===== src/design/crse_pkg.sv =====
`default_nettype none
// ----------------------------------------------------------------------------
// crse_pkg
// Shared types and constants for the Catmull-Rom spline evaluator.
// ----------------------------------------------------------------------------
package crse_pkg;

    localparam int KNOT_W     = 32;  // knot and result width
    localparam int IDX_W      = 5;   // knot_index field width
    localparam int POS_W      = 17;  // 1.16 position field width
    localparam int CNT_W      = 6;   // knot_count register width
    localparam int FRAC_SHIFT = 16;  // fixed-point fraction bits
    localparam int T_W        = 23;  // position * (n - 3)
    localparam int SPAN_W     = 7;   // integer part of t
    localparam int PROD_W     = KNOT_W + T_W + 1;

    // Stream word layout, lowest bit first
    localparam int IDX_LSB  = 0;
    localparam int VAL_LSB  = IDX_LSB + IDX_W;
    localparam int POS_LSB  = VAL_LSB + KNOT_W;
    localparam int S_DATA_W = 56;

    // Configuration port
    localparam int APB_ADDR_W = 3;
    localparam int APB_DATA_W = 32;
    localparam logic REG_KNOT_COUNT = 1'b0;  // word address of knot_count
    localparam logic [CNT_W-1:0] KNOT_COUNT_RST = CNT_W'(4);

    // Item kinds carried on tuser
    localparam logic KIND_WRITE = 1'b0;
    localparam logic KIND_EVAL  = 1'b1;

    // Horner steps: which constant term follows each product
    localparam logic [1:0] STEP_B   = 2'd0;
    localparam logic [1:0] STEP_C   = 2'd1;
    localparam logic [1:0] STEP_END = 2'd2;

    // Sequencer controls for the Horner datapath
    typedef struct packed {
        logic       cap_en;   // capture memory read data into a knot register
        logic [1:0] cap_sel;  // which knot register (0..2)
        logic       prep;     // form first sum and the constant terms
        logic       mul;      // register accumulator * fraction
        logic       add;      // fold product back with the step's term
        logic [1:0] step;     // Horner step
    } crse_hctl_t;

    // Arithmetic halving
    function automatic logic [KNOT_W-1:0] half(input logic [KNOT_W-1:0] v);
        half = {v[KNOT_W-1], v[KNOT_W-1:1]};
    endfunction

endpackage : crse_pkg
`default_nettype wire


===== src/design/crse_knot_mem.sv =====
`default_nettype none
// ----------------------------------------------------------------------------
// crse_knot_mem
// Knot table: one write port, one read port with registered read data.
// ----------------------------------------------------------------------------
module crse_knot_mem #(
    parameter int DEPTH  = 32,
    parameter int ADDR_W = 5
) (
    input  wire logic                       clk,
    input  wire logic                       we,
    input  wire logic [ADDR_W-1:0]          wr_addr,
    input  wire logic [crse_pkg::KNOT_W-1:0] wr_data,
    input  wire logic                       re,
    input  wire logic [ADDR_W-1:0]          rd_addr,
    output logic      [crse_pkg::KNOT_W-1:0] rd_data
);
    import crse_pkg::*;

    logic [KNOT_W-1:0] mem [DEPTH];

    always_ff @(posedge clk)
    begin
        if (we)
        begin
            mem[wr_addr] <= wr_data;
        end
    end

    always_ff @(posedge clk)
    begin
        if (re)
        begin
            rd_data <= mem[rd_addr];
        end
    end

endmodule : crse_knot_mem
`default_nettype wire


===== src/design/crse_horner.sv =====
`default_nettype none
// ----------------------------------------------------------------------------
// crse_horner
// Horner datapath: knot capture, constant terms, shared multiplier.
// ----------------------------------------------------------------------------
module crse_horner (
    input  wire logic                        clk,
    input  wire crse_pkg::crse_hctl_t        ctl,
    input  wire logic [crse_pkg::T_W-1:0]    c1,
    input  wire logic [crse_pkg::KNOT_W-1:0] rd_data,
    output logic      [crse_pkg::KNOT_W-1:0] acc
);
    import crse_pkg::*;

    logic [KNOT_W-1:0] k0_reg, k1_reg, k2_reg;
    logic [KNOT_W-1:0] acc_reg, termb_reg, termc_reg;
    logic [PROD_W-1:0] prod_reg;

    logic [KNOT_W-1:0] k3;
    logic [KNOT_W-1:0] sum_a, term_b, term_c;
    logic [PROD_W-1:0] prod_next;
    logic [KNOT_W-1:0] frac;
    logic [KNOT_W-1:0] addend;

    always_comb
    begin
        // last knot arrives straight from the memory in the prep cycle
        k3     = rd_data;
        sum_a  = half(k1_reg) - half(k2_reg) - k2_reg + k1_reg + half(k3)
               + half(~k0_reg);
        term_b = k0_reg + {k2_reg[KNOT_W-2:0], 1'b0} - {k1_reg[KNOT_W-2:0], 1'b0}
               - half(k1_reg) - half(k3);
        term_c = half(k2_reg) + half(~k0_reg);

        // signed accumulator times non-negative fraction
        prod_next = PROD_W'($signed(PROD_W'($signed(acc_reg)))
                          * $signed(PROD_W'({1'b0, c1})));
        frac      = prod_reg[FRAC_SHIFT +: KNOT_W];

        case (ctl.step)
            STEP_B:  addend = termb_reg;
            STEP_C:  addend = termc_reg;
            default: addend = k1_reg;
        endcase
    end

    always_ff @(posedge clk)
    begin
        if (ctl.cap_en)
        begin
            case (ctl.cap_sel)
                2'd0:    k0_reg <= rd_data;
                2'd1:    k1_reg <= rd_data;
                default: k2_reg <= rd_data;
            endcase
        end
        if (ctl.prep)
        begin
            acc_reg   <= sum_a;
            termb_reg <= term_b;
            termc_reg <= term_c;
        end
        if (ctl.mul)
        begin
            prod_reg <= prod_next;
        end
        if (ctl.add)
        begin
            acc_reg <= frac + addend;
        end
    end

    assign acc = acc_reg;

endmodule : crse_horner
`default_nettype wire


===== src/design/catmull_rom_spline_eval.sv =====
`default_nettype none
// Knot write: taken whenever the sequencer is idle; no result.
// Evaluate: no new item is taken until the result word is in the output register,
// after four reads through the single knot memory read port and three multiply/add
// rounds on the shared multiplier; a still-full output register holds the sequencer.
// A finished result waits in the output register while the next item is taken.
// Reset (rst_n, async) idles the sequencer, clears the output, sets knot_count to 4.
// ----------------------------------------------------------------------------
// catmull_rom_spline_eval
// Uniform Catmull-Rom spline evaluator in 16.16 fixed point over a knot
// table held in a synchronous memory; knots are undefined until written.
// ----------------------------------------------------------------------------
module catmull_rom_spline_eval #(
    parameter int MAX_KNOTS = 32
) (
    input  wire logic                              clk,
    input  wire logic                              rst_n,
    // input stream
    input  wire logic                              s_tvalid,
    output logic                                   s_tready,
    // knot_index[4:0], knot_value[36:5], position[53:37], zero pad [55:54]
    input  wire logic [crse_pkg::S_DATA_W-1:0]     s_tdata,
    // kind[0]
    input  wire logic                              s_tuser,
    // result stream
    output logic                                   m_tvalid,
    input  wire logic                              m_tready,
    // value[31:0]
    output logic      [crse_pkg::KNOT_W-1:0]       m_tdata,
    // configuration port
    input  wire logic                              psel,
    input  wire logic                              penable,
    input  wire logic                              pwrite,
    input  wire logic [crse_pkg::APB_ADDR_W-1:0]   paddr,
    input  wire logic [crse_pkg::APB_DATA_W-1:0]   pwdata,
    output logic      [crse_pkg::APB_DATA_W-1:0]   prdata,
    output logic                                   pready
);
    import crse_pkg::*;

    localparam int AW = (MAX_KNOTS > 1) ? $clog2(MAX_KNOTS) : 1;

    typedef enum logic [2:0] {
        ST_IDLE,
        ST_READ,
        ST_PREP,
        ST_MUL,
        ST_ADD,
        ST_OUT
    } state_t;

    // ------------------------------------------------------------------
    // Registers
    // ------------------------------------------------------------------
    state_t              state_reg,  state_next;
    logic [1:0]          rd_cnt_reg, rd_cnt_next;
    logic [1:0]          step_reg,   step_next;
    logic [SPAN_W-1:0]   span_reg,   span_next;
    logic [T_W-1:0]      c1_reg,     c1_next;
    logic                out_valid_reg, out_valid_next;
    logic [KNOT_W-1:0]   out_data_reg,  out_data_next;
    logic [CNT_W-1:0]    knot_count_reg;

    // ------------------------------------------------------------------
    // Input word fields
    // ------------------------------------------------------------------
    logic [IDX_W-1:0]  in_idx;
    logic [KNOT_W-1:0] in_val;
    logic [POS_W-1:0]  in_pos;
    logic              in_take;

    assign in_idx  = s_tdata[IDX_LSB +: IDX_W];
    assign in_val  = s_tdata[VAL_LSB +: KNOT_W];
    assign in_pos  = s_tdata[POS_LSB +: POS_W];
    assign in_take = s_tvalid && s_tready;

    // ------------------------------------------------------------------
    // Span and fraction, formed as the evaluate word is taken
    // ------------------------------------------------------------------
    logic [CNT_W-1:0]  n_eff;
    logic [CNT_W-1:0]  n_m3;
    logic [T_W-1:0]    t_pos;
    logic [SPAN_W-1:0] span_raw;
    logic [SPAN_W-1:0] span_calc;
    logic [T_W-1:0]    c1_calc;

    always_comb
    begin
        // clamp knot count into [4, MAX_KNOTS]
        if (knot_count_reg < CNT_W'(4))
        begin
            n_eff = CNT_W'(4);
        end
        else if (32'(knot_count_reg) > MAX_KNOTS)
        begin
            n_eff = CNT_W'(MAX_KNOTS);
        end
        else
        begin
            n_eff = knot_count_reg;
        end
        n_m3     = n_eff - CNT_W'(3);
        t_pos    = T_W'(in_pos) * T_W'(n_m3);
        span_raw = t_pos[FRAC_SHIFT +: SPAN_W];
        // beyond the curve end: stay in the last span and extrapolate
        if (span_raw >= SPAN_W'(n_m3))
        begin
            span_calc = SPAN_W'(n_eff - CNT_W'(4));
        end
        else
        begin
            span_calc = span_raw;
        end
        c1_calc = t_pos - (T_W'(span_calc) << FRAC_SHIFT);
    end

    // ------------------------------------------------------------------
    // Knot memory. Writes happen only in idle, reads only in the read
    // phase, so the two never touch the same cycle.
    // ------------------------------------------------------------------
    logic              mem_we;
    logic [AW-1:0]     mem_wr_addr;
    logic              mem_re;
    logic [AW-1:0]     mem_rd_addr;
    logic [KNOT_W-1:0] mem_rd_data;

    // drop writes to slots beyond the table
    assign mem_we      = in_take && (s_tuser == KIND_WRITE) && (32'(in_idx) < MAX_KNOTS);
    assign mem_wr_addr = AW'(in_idx);
    assign mem_re      = (state_reg == ST_READ);
    assign mem_rd_addr = AW'(span_reg + SPAN_W'(rd_cnt_reg));

    crse_knot_mem #(
        .DEPTH  (MAX_KNOTS),
        .ADDR_W (AW)
    ) u_knot_mem (
        .clk     (clk),
        .we      (mem_we),
        .wr_addr (mem_wr_addr),
        .wr_data (in_val),
        .re      (mem_re),
        .rd_addr (mem_rd_addr),
        .rd_data (mem_rd_data)
    );

    // ------------------------------------------------------------------
    // Horner datapath
    // ------------------------------------------------------------------
    crse_hctl_t        hctl;
    logic [KNOT_W-1:0] acc;

    always_comb
    begin
        // read data is registered, so it arrives in the cycle after its address
        hctl.cap_en  = (state_reg == ST_READ) && (rd_cnt_reg != 2'd0);
        hctl.cap_sel = rd_cnt_reg - 2'd1;
        hctl.prep    = (state_reg == ST_PREP);
        hctl.mul     = (state_reg == ST_MUL);
        hctl.add     = (state_reg == ST_ADD);
        hctl.step    = step_reg;
    end

    crse_horner u_horner (
        .clk     (clk),
        .ctl     (hctl),
        .c1      (c1_reg),
        .rd_data (mem_rd_data),
        .acc     (acc)
    );

    // ------------------------------------------------------------------
    // Sequencer
    // ------------------------------------------------------------------
    always_comb
    begin
        state_next     = state_reg;
        rd_cnt_next    = rd_cnt_reg;
        step_next      = step_reg;
        span_next      = span_reg;
        c1_next        = c1_reg;
        out_data_next  = out_data_reg;
        out_valid_next = out_valid_reg;

        // free the output register once the word is taken
        if (out_valid_reg && m_tready)
        begin
            out_valid_next = 1'b0;
        end

        unique case (state_reg)
            ST_IDLE:
            begin
                if (in_take && (s_tuser == KIND_EVAL))
                begin
                    span_next   = span_calc;
                    c1_next     = c1_calc;
                    rd_cnt_next = 2'd0;
                    state_next  = ST_READ;
                end
            end
            ST_READ:
            begin
                // issue knots span .. span+3
                rd_cnt_next = rd_cnt_reg + 2'd1;
                if (rd_cnt_reg == 2'd3)
                begin
                    state_next = ST_PREP;
                end
            end
            ST_PREP:
            begin
                step_next  = STEP_B;
                state_next = ST_MUL;
            end
            ST_MUL:
            begin
                state_next = ST_ADD;
            end
            ST_ADD:
            begin
                if (step_reg == STEP_END)
                begin
                    state_next = ST_OUT;
                end
                else
                begin
                    step_next  = step_reg + 2'd1;
                    state_next = ST_MUL;
                end
            end
            ST_OUT:
            begin
                // hold until the output register is free
                if (!out_valid_reg || m_tready)
                begin
                    out_data_next  = acc;
                    out_valid_next = 1'b1;
                    state_next     = ST_IDLE;
                end
            end
            default:
            begin
                state_next = ST_IDLE;
            end
        endcase
    end

    always_ff @(posedge clk or negedge rst_n)
    begin
        if (!rst_n)
        begin
            state_reg     <= ST_IDLE;
            rd_cnt_reg    <= 2'd0;
            step_reg      <= STEP_B;
            out_valid_reg <= 1'b0;
            span_reg      <= '0;
            c1_reg        <= '0;
            out_data_reg  <= '0;
        end
        else
        begin
            state_reg     <= state_next;
            rd_cnt_reg    <= rd_cnt_next;
            step_reg      <= step_next;
            out_valid_reg <= out_valid_next;
            span_reg      <= span_next;
            c1_reg        <= c1_next;
            out_data_reg  <= out_data_next;
        end
    end

    assign s_tready = (state_reg == ST_IDLE);
    assign m_tvalid = out_valid_reg;
    assign m_tdata  = out_data_reg;

    // ------------------------------------------------------------------
    // Configuration registers
    // ------------------------------------------------------------------
    logic cfg_wr;

    assign pready = 1'b1;
    assign cfg_wr = psel && penable && pwrite && pready
                 && (paddr[APB_ADDR_W-1] == REG_KNOT_COUNT);

    always_ff @(posedge clk or negedge rst_n)
    begin
        if (!rst_n)
        begin
            knot_count_reg <= KNOT_COUNT_RST;
        end
        else if (cfg_wr)
        begin
            knot_count_reg <= pwdata[CNT_W-1:0];
        end
    end

    always_comb
    begin
        if (paddr[APB_ADDR_W-1] == REG_KNOT_COUNT)
        begin
            prdata = APB_DATA_W'(knot_count_reg);
        end
        else
        begin
            prdata = '0;
        end
    end

    // ------------------------------------------------------------------
    // Assertions
    // ------------------------------------------------------------------
    a_eval_starts_read: assert property (@(posedge clk) disable iff (!rst_n)
        (s_tvalid && s_tready && (s_tuser == KIND_EVAL)) |=> (state_reg == ST_READ))
        else $error("evaluate word did not start the knot reads");

    a_prep_after_reads: assert property (@(posedge clk) disable iff (!rst_n)
        (state_reg == ST_PREP) |-> ($past(state_reg) == ST_READ && $past(rd_cnt_reg) == 2'd3))
        else $error("prep entered before all four knots were read");

    a_span_in_table: assert property (@(posedge clk) disable iff (!rst_n)
        (state_reg == ST_READ) |-> ((32'(span_reg) + 3) < MAX_KNOTS))
        else $error("span reaches past the knot table");

    a_no_mem_overlap: assert property (@(posedge clk) disable iff (!rst_n)
        !(mem_we && mem_re))
        else $error("knot write overlaps a read");

endmodule : catmull_rom_spline_eval
`default_nettype wire

===== config.mk =====
export PLATFORM = sky130hd
export DESIGN_NAME = catmull_rom_spline_eval
export DESIGN_NICKNAME = d
export VERILOG_FILES = /design/src/design/crse_pkg.sv /design/src/design/crse_knot_mem.sv /design/src/design/crse_horner.sv /design/src/design/catmull_rom_spline_eval.sv
export SDC_FILE = /design/constraint.sdc
export NUM_CORES = 2
export LEC_CHECK = 0
export BUFFER_PORTS_ARGS = -buffer_cell sky130_fd_sc_hd__clkbuf_2
export CAP_MARGIN = 20
export CORE_UTILIZATION = 61
export DETAILED_ROUTE_END_ITERATION = 8
export GPL_ROUTABILITY_DRIVEN = 0
export PLACE_DENSITY = 0.79
export SLEW_MARGIN = 20
export SYNTH_ARGS = -nofsm -noshare
export SYNTH_HDL_FRONTEND = slang
export SYNTH_HIERARCHICAL = 1
export SYNTH_SLANG_ARGS = --single-unit

===== constraint.sdc =====
create_clock -name clk -period 12 [get_ports clk]
set_clock_uncertainty 0.1 [all_clocks]
set_input_delay 3 -clock clk [delete_from_list [all_inputs] [get_ports clk]]
set_output_delay 3 -clock clk [all_outputs]
set_load 0.01 [all_outputs]

Yosys cells after proc, flatten, opt, wreduce, memory -nomap -nowiden
Memory sizes are Yosys's and may differ from the RTL's. A register that Yosys moved wholly into a read port is not among the register bits.
Index checks and enable logic that the tools add are counted.

word-level totals
  memories = 1
  logic and storage cells = 102
  output and inout bits = 67
  flip-flop bits (word level) = 314
  memory bits (writable) = 1024
  input bits = 99

cells by class
  $lt $le $gt $ge = 3
  $add $sub $neg = 18
  multiplexer cells = 21
  reductions and logical operators = 25
  bitwise operators = 4
  multipliers = 2
  eq/ne operators = 13

memories
  memory          depth  bits a word  rd ports  clocked after memory_dff  write ports  RTL line             RTL
  u_knot_mem.mem  32     32           1         1                         1            crse_knot_mem.sv:20  logic [KNOT_W-1:0] mem [DEPTH];

operators by type and width
  kind                 count
  $add 32x32->32       5
  $sub 32x32->32       4
  $mux 32              2
  $pmux 32 s2          1
  $mul 32x24->48       1
  $add 31x31->32       1
  $not 32->32          1
  $sub 31x31->32       1
  $mul 17x6->23        1
  $sub 23x23->23       1
  $mux 6               3
  $pmux 3 s6           1
  $reduce_and 2->1     7
  $mux 3               4
  $logic_and 1x1->1    8
  $pmux 2 s2           2
  $ge 7x6->1           1
  $mux 7               1
  $sub 6x3->7 const B  1
  $eq 3x2->1 const B   2
  $eq 3x3->1 const B   2
  $gt 6x6->1 const B   1
  $lt 6x3->1 const B   1
  $reduce_bool 2->1    3
  18 further kinds     31

Longest topological paths before layout
  depth in word-level cells = 8
  depth in mapped cells = 41
  depth with buffers taken out = 39

Cells and area by module
The synthesis kept the hierarchy.

modules (own cells, without submodules)
  module                   area an instance (um^2)  cells an instance  seq. area each (um^2)  times used
  crse_horner              42320.6                  4272               6726.5                 1
  crse_knot_mem            40805.4                  2260               31710.4                1
  catmull_rom_spline_eval  7020.5                   736                1853.0                 1

Least setup slack after synthesis
Ideal clock, no wire load.

  kind = in2reg
  start point = input s_tdata[42] in the netlist's numbering
  end point = register c1_reg[22]
  path slack = 2355 ps
  data arrival time = 9458 ps
  stages = 33
  path buffers = 1
  setup time = 87 ps
  path through = and2_1 fa_1 inv_1 fa_1 fa_1 inv_1 ha_1 buf_6 a2111oi_4 o21ai_2 a21oi_2 a21oi_4 o21a_1 nor2_1 xnor2_1 inv_1 ha_1 nand2b_1 a21o_1 a211oi_1 o31ai_1 nor2_1 mux2i_4 mux2_4 ha_1 fa_1 inv_1 a21oi_1 nor2b_1 inv_1 a31oi_1 o31a_1 o211ai_1

between the ends
  longest elaborated chain between the ends = 4

ends and longest elaborated chain
  item                  RTL line                        RTL
  start, declared       catmull_rom_spline_eval.sv:22   input wire logic [crse_pkg::S_DATA_W-1:0] s_tdata,
  $mul 17x6->23 (*)     catmull_rom_spline_eval.sv:103  t_pos = T_W'(in_pos) * T_W'(n_m3);
  $ge 7x6->1            catmull_rom_spline_eval.sv:106  if (span_raw >= SPAN_W'(n_m3))
  $mux 7 (*)            catmull_rom_spline_eval.sv:106
  net span_calc[0]      catmull_rom_spline_eval.sv:84   logic [SPAN_W-1:0] span_calc;
  $sub 23x23->23 (*)    catmull_rom_spline_eval.sv:114  c1_calc = t_pos - (T_W'(span_calc) << FRAC_SHIFT);
  end signal, assigned  catmull_rom_spline_eval.sv:267  c1_reg <= c1_next;
  end, declared         catmull_rom_spline_eval.sv:59   logic [T_W-1:0] c1_reg, c1_next;

The timed path passes the listed nets; every way through them passes the cells marked *.
A chain may end at the register's enable or synchronous reset.

Worst setup path in the final report
  start point = register knot_count_reg[4]
  end point = register c1_reg[22]

between the ends
  longest elaborated chain between the ends = 8
  elaborated cells on any way between the ends = 10
  those cells by class = 3 x add/sub; 1 x mul; 3 x order compare; 3 x mux

ends and longest elaborated chain
  item                    RTL line                        RTL
  start, declared         catmull_rom_spline_eval.sv:62   logic [CNT_W-1:0] knot_count_reg;
  start signal, assigned  catmull_rom_spline_eval.sv:293  knot_count_reg <= pwdata[CNT_W-1:0];
  $gt 6x6->1              catmull_rom_spline_eval.sv:94   else if (32'(knot_count_reg) > MAX_KNOTS)
  $mux 6                  catmull_rom_spline_eval.sv:94
  $mux 6 (*)              catmull_rom_spline_eval.sv:90   if (knot_count_reg < CNT_W'(4))
  $sub 6x2->6             catmull_rom_spline_eval.sv:102  n_m3 = n_eff - CNT_W'(3);
  $mul 17x6->23           catmull_rom_spline_eval.sv:103
  $ge 7x6->1              catmull_rom_spline_eval.sv:106
  $mux 7 (*)              catmull_rom_spline_eval.sv:106
  net span_calc[0]        catmull_rom_spline_eval.sv:84
  $sub 23x23->23 (*)      catmull_rom_spline_eval.sv:114

Marked as above.

==> impl_metrics.tcl <==
set metrics [dict create \
    grt_pass1_vias 58700 \
    clk_pin_slew_ps 60 \
    rsz0062_at_grt "false" \
    hold_class "flip-flop to flip-flop" \
    finalSetupTns_ps 0 \
    fp-row-count 140 \
    relSlewSlack_pct 29.6 \
    synthArstFlopShare_pct 5.47 \
    core_area_sq_mm 0.146 \
    floorplan.io_pins 166 \
    grt_max_degree 126 \
    worstSetupEndpointType "flip-flop" \
    worstSetupStartpointType "flip-flop" \
    clockRootBuffer "clkbuf_16" \
    synth-edff-count 1280 \
    final-hold-violation-count 0 \
    fmax_mhz 97.7 \
    synth_most_common_cell "edfxtp_1" \
    vias_per_cell 5.90 \
    nets 8685 \
    wire_per_inst_um 22.2 \
    path_class "flip-flop to flip-flop" \
    drive_above_1_share_pct 7.88 \
    die_w_um 386 \
    cts_setup_buffers 0 \
    regMostFlops "u_knot_mem/mem" \
    synth.distinct_cells 100 \
    first_pass_iters 8 \
    finalCritPeriodShare_pct 85.3 \
    final_cells 9376 \
    critical-path-max-stage-delay_ps 550 \
    dp_cells 9114 \
    netlist_area_sq_mm 0.0901 \
    clk_latency_ps 780 \
    critPathMaxFanout 19 \
    worst_pin_slew_ps 1060 \
    critPathArrivalTime_ps 10770 \
    cp_data_required_time_ps 12540 \
    ys_seq_area_share_pct 44.7 \
    largest_reg_flops 1024 \
    grt_overflow 0 \
    grt_usage_pct 28.4 \
    dp_hpwl_um 139000 \
    yosysTopAreaCellShare_pct 42.6 \
    drv_slew 0 \
    cpMaxStageDelayCell "fa_1" \
    critPathMostFrequentCell "inv_1" \
    synthTopCellsByArea "edfxtp_1 (43%), fa_1 (21%), mux2i_1 (6.1%)" \
    synth_ff_type "edfxtp_1" \
    synth_warnings 6 \
    setup_viol 0 \
    drv_cap 0 \
    ys_top_cells_by_count "edfxtp_1 (1,280), inv_1 (1,172), fa_1 (945)" \
    clkSinkCount 1354 \
    io_buffers 108 \
    cts_buffers 140 \
    drc 0 \
    ant_nets 0 \
    htree_levels 4 \
    initial_core_util_pct 61.7 \
    cts-resized-gates 0 \
    antenna_found_initial 10 \
    grt_pass1_wl_um 327000 \
    post-route-min-period_ps 10230 \
    ys_ff_latch 1354 \
    ctsLongestPathBuffers 3 \
    wirelength_um 208000 \
    die_area_sq_mm 0.149 \
    areaGrowthSynthToFinish_pct 8.14 \
    syn_inst 7268 \
    status "finished clean" \
    syn_area_per_cell_sq_um 12.4 \
    drtIter0Drc 4630 \
    cts_tree "done" \
    die_height_um 386 \
    cts_hold_buf 0 \
    num_vias 55300 \
    yosysTopAreaCell "edfxtp_1" \
]
-- cell type report --
class | instances | area, sq um
Antenna cell | 9 | 22.5
Fill cell | 10200 | 48600
Sequential cell | 1354 | 40300
Inverter | 1172 | 4400
Timing Repair Buffer | 219 | 1460
Clock buffer | 166 | 3640
Multi-Input combinational cell | 4452 | 44300
Tap cell | 1917 | 2400
Clock inverter | 87 | 977
-- metal layers --
| layer | routed length (um) | track usage [%] | vias to the layer above | share of wire, % |
|---|---|---|---|---|
| li1 | - | - | 24300 | - |
| met1 | 80300 | 36.7 | 28100 | 39 |
| met2 | 104000 | 48.2 | 2412 | 50 |
| met3 | 16600 | 4.65 | 482 | 8.0 |
| met4 | 7560 | 11.1 | 0 | 3.6 |
| met5 | 0 | 0 | - | 0 |
-- cells by family after synthesis --
logic type | synth area share [%]
AOI/OAI and AO/OA | 6.31
muxes | 6.68
DFF | 44.7
xor gates and xnor gates | 1.83
and+or+nand+nor | 8.59
buffers and inverters | 6.71
other | 0.00833
adders and majority gates | 25.2
-- placed cells by master (no fill, tap or decap), types with 15 or more instances in the layout --
cell type	n
edfxtp_1	1280
inv_1	1172
fa_1	945
mux2i_1	550
nand2_1	547
and2_1	523
ha_1	301
a21oi_1	232
clkbuf_16	141
o21ai_0	134
xnor2_1	126
nand3_1	122
nor2_1	109
clkbuf_2	107
buf_4	106
a22oi_1	96
dfrtp_1	68
a22o_1	65
xor2_1	62
nor3_1	60
a21o_1	60
conb_1	45
a31oi_1	44
mux2_2	41
nor2_4	35
clkinv_1	31
nor2b_1	29
nand2b_1	25
o21a_1	25
clkbuf_1	23
o211ai_1	21
a211oi_1	21
o21bai_1	20
clkinv_2	19
o21ai_1	17
and3_1	15
-- path summary, 6_finish.rpt --
kind / startpoint / to / slack, ps / cells after the start
min reg2reg: c1_reg[9] / c1_reg[9] / 380 / 2
max in group asynchronous: rst_n / step_reg[0] / 8480 / 2
max reg2reg: knot_count_reg[4] / c1_reg[22] / 1770 / 39
min in group asynchronous: rst_n / m_tdata[8] / 2000 / 1
max: knot_count_reg[4] / c1_reg[22] / 1770 / 39
min: c1_reg[9] / c1_reg[9] / 380 / 2
-- stage by stage --
stage          cell area (sq um)  worst slack, ps  utilization [%]  hold WS (ps)
2_1_floorplan              90300             2360                -           340
3_3_place_gp               92800             1420             63.5           371
3_5_place_dp               92800             1270             63.5           373
4_1_cts                    97500             1650             66.7           384
5_1_grt                    97500              985             66.7           413
6_report                   97500             1770             66.7           379
-- worst max-delay path: cells and delay by family, from the launching register on --
kind            cells  cell delay [ps]
buf+inv             6              540
mux                 2              810
xor+xnor            1              210
compound gates     14             3200
flops               1              450
fa+ha+maj           8             3200
simple gates        8             1610
Power is not shown: default switching activity piles up to over one toggle a cycle in this logic, so the estimate is an artifact.
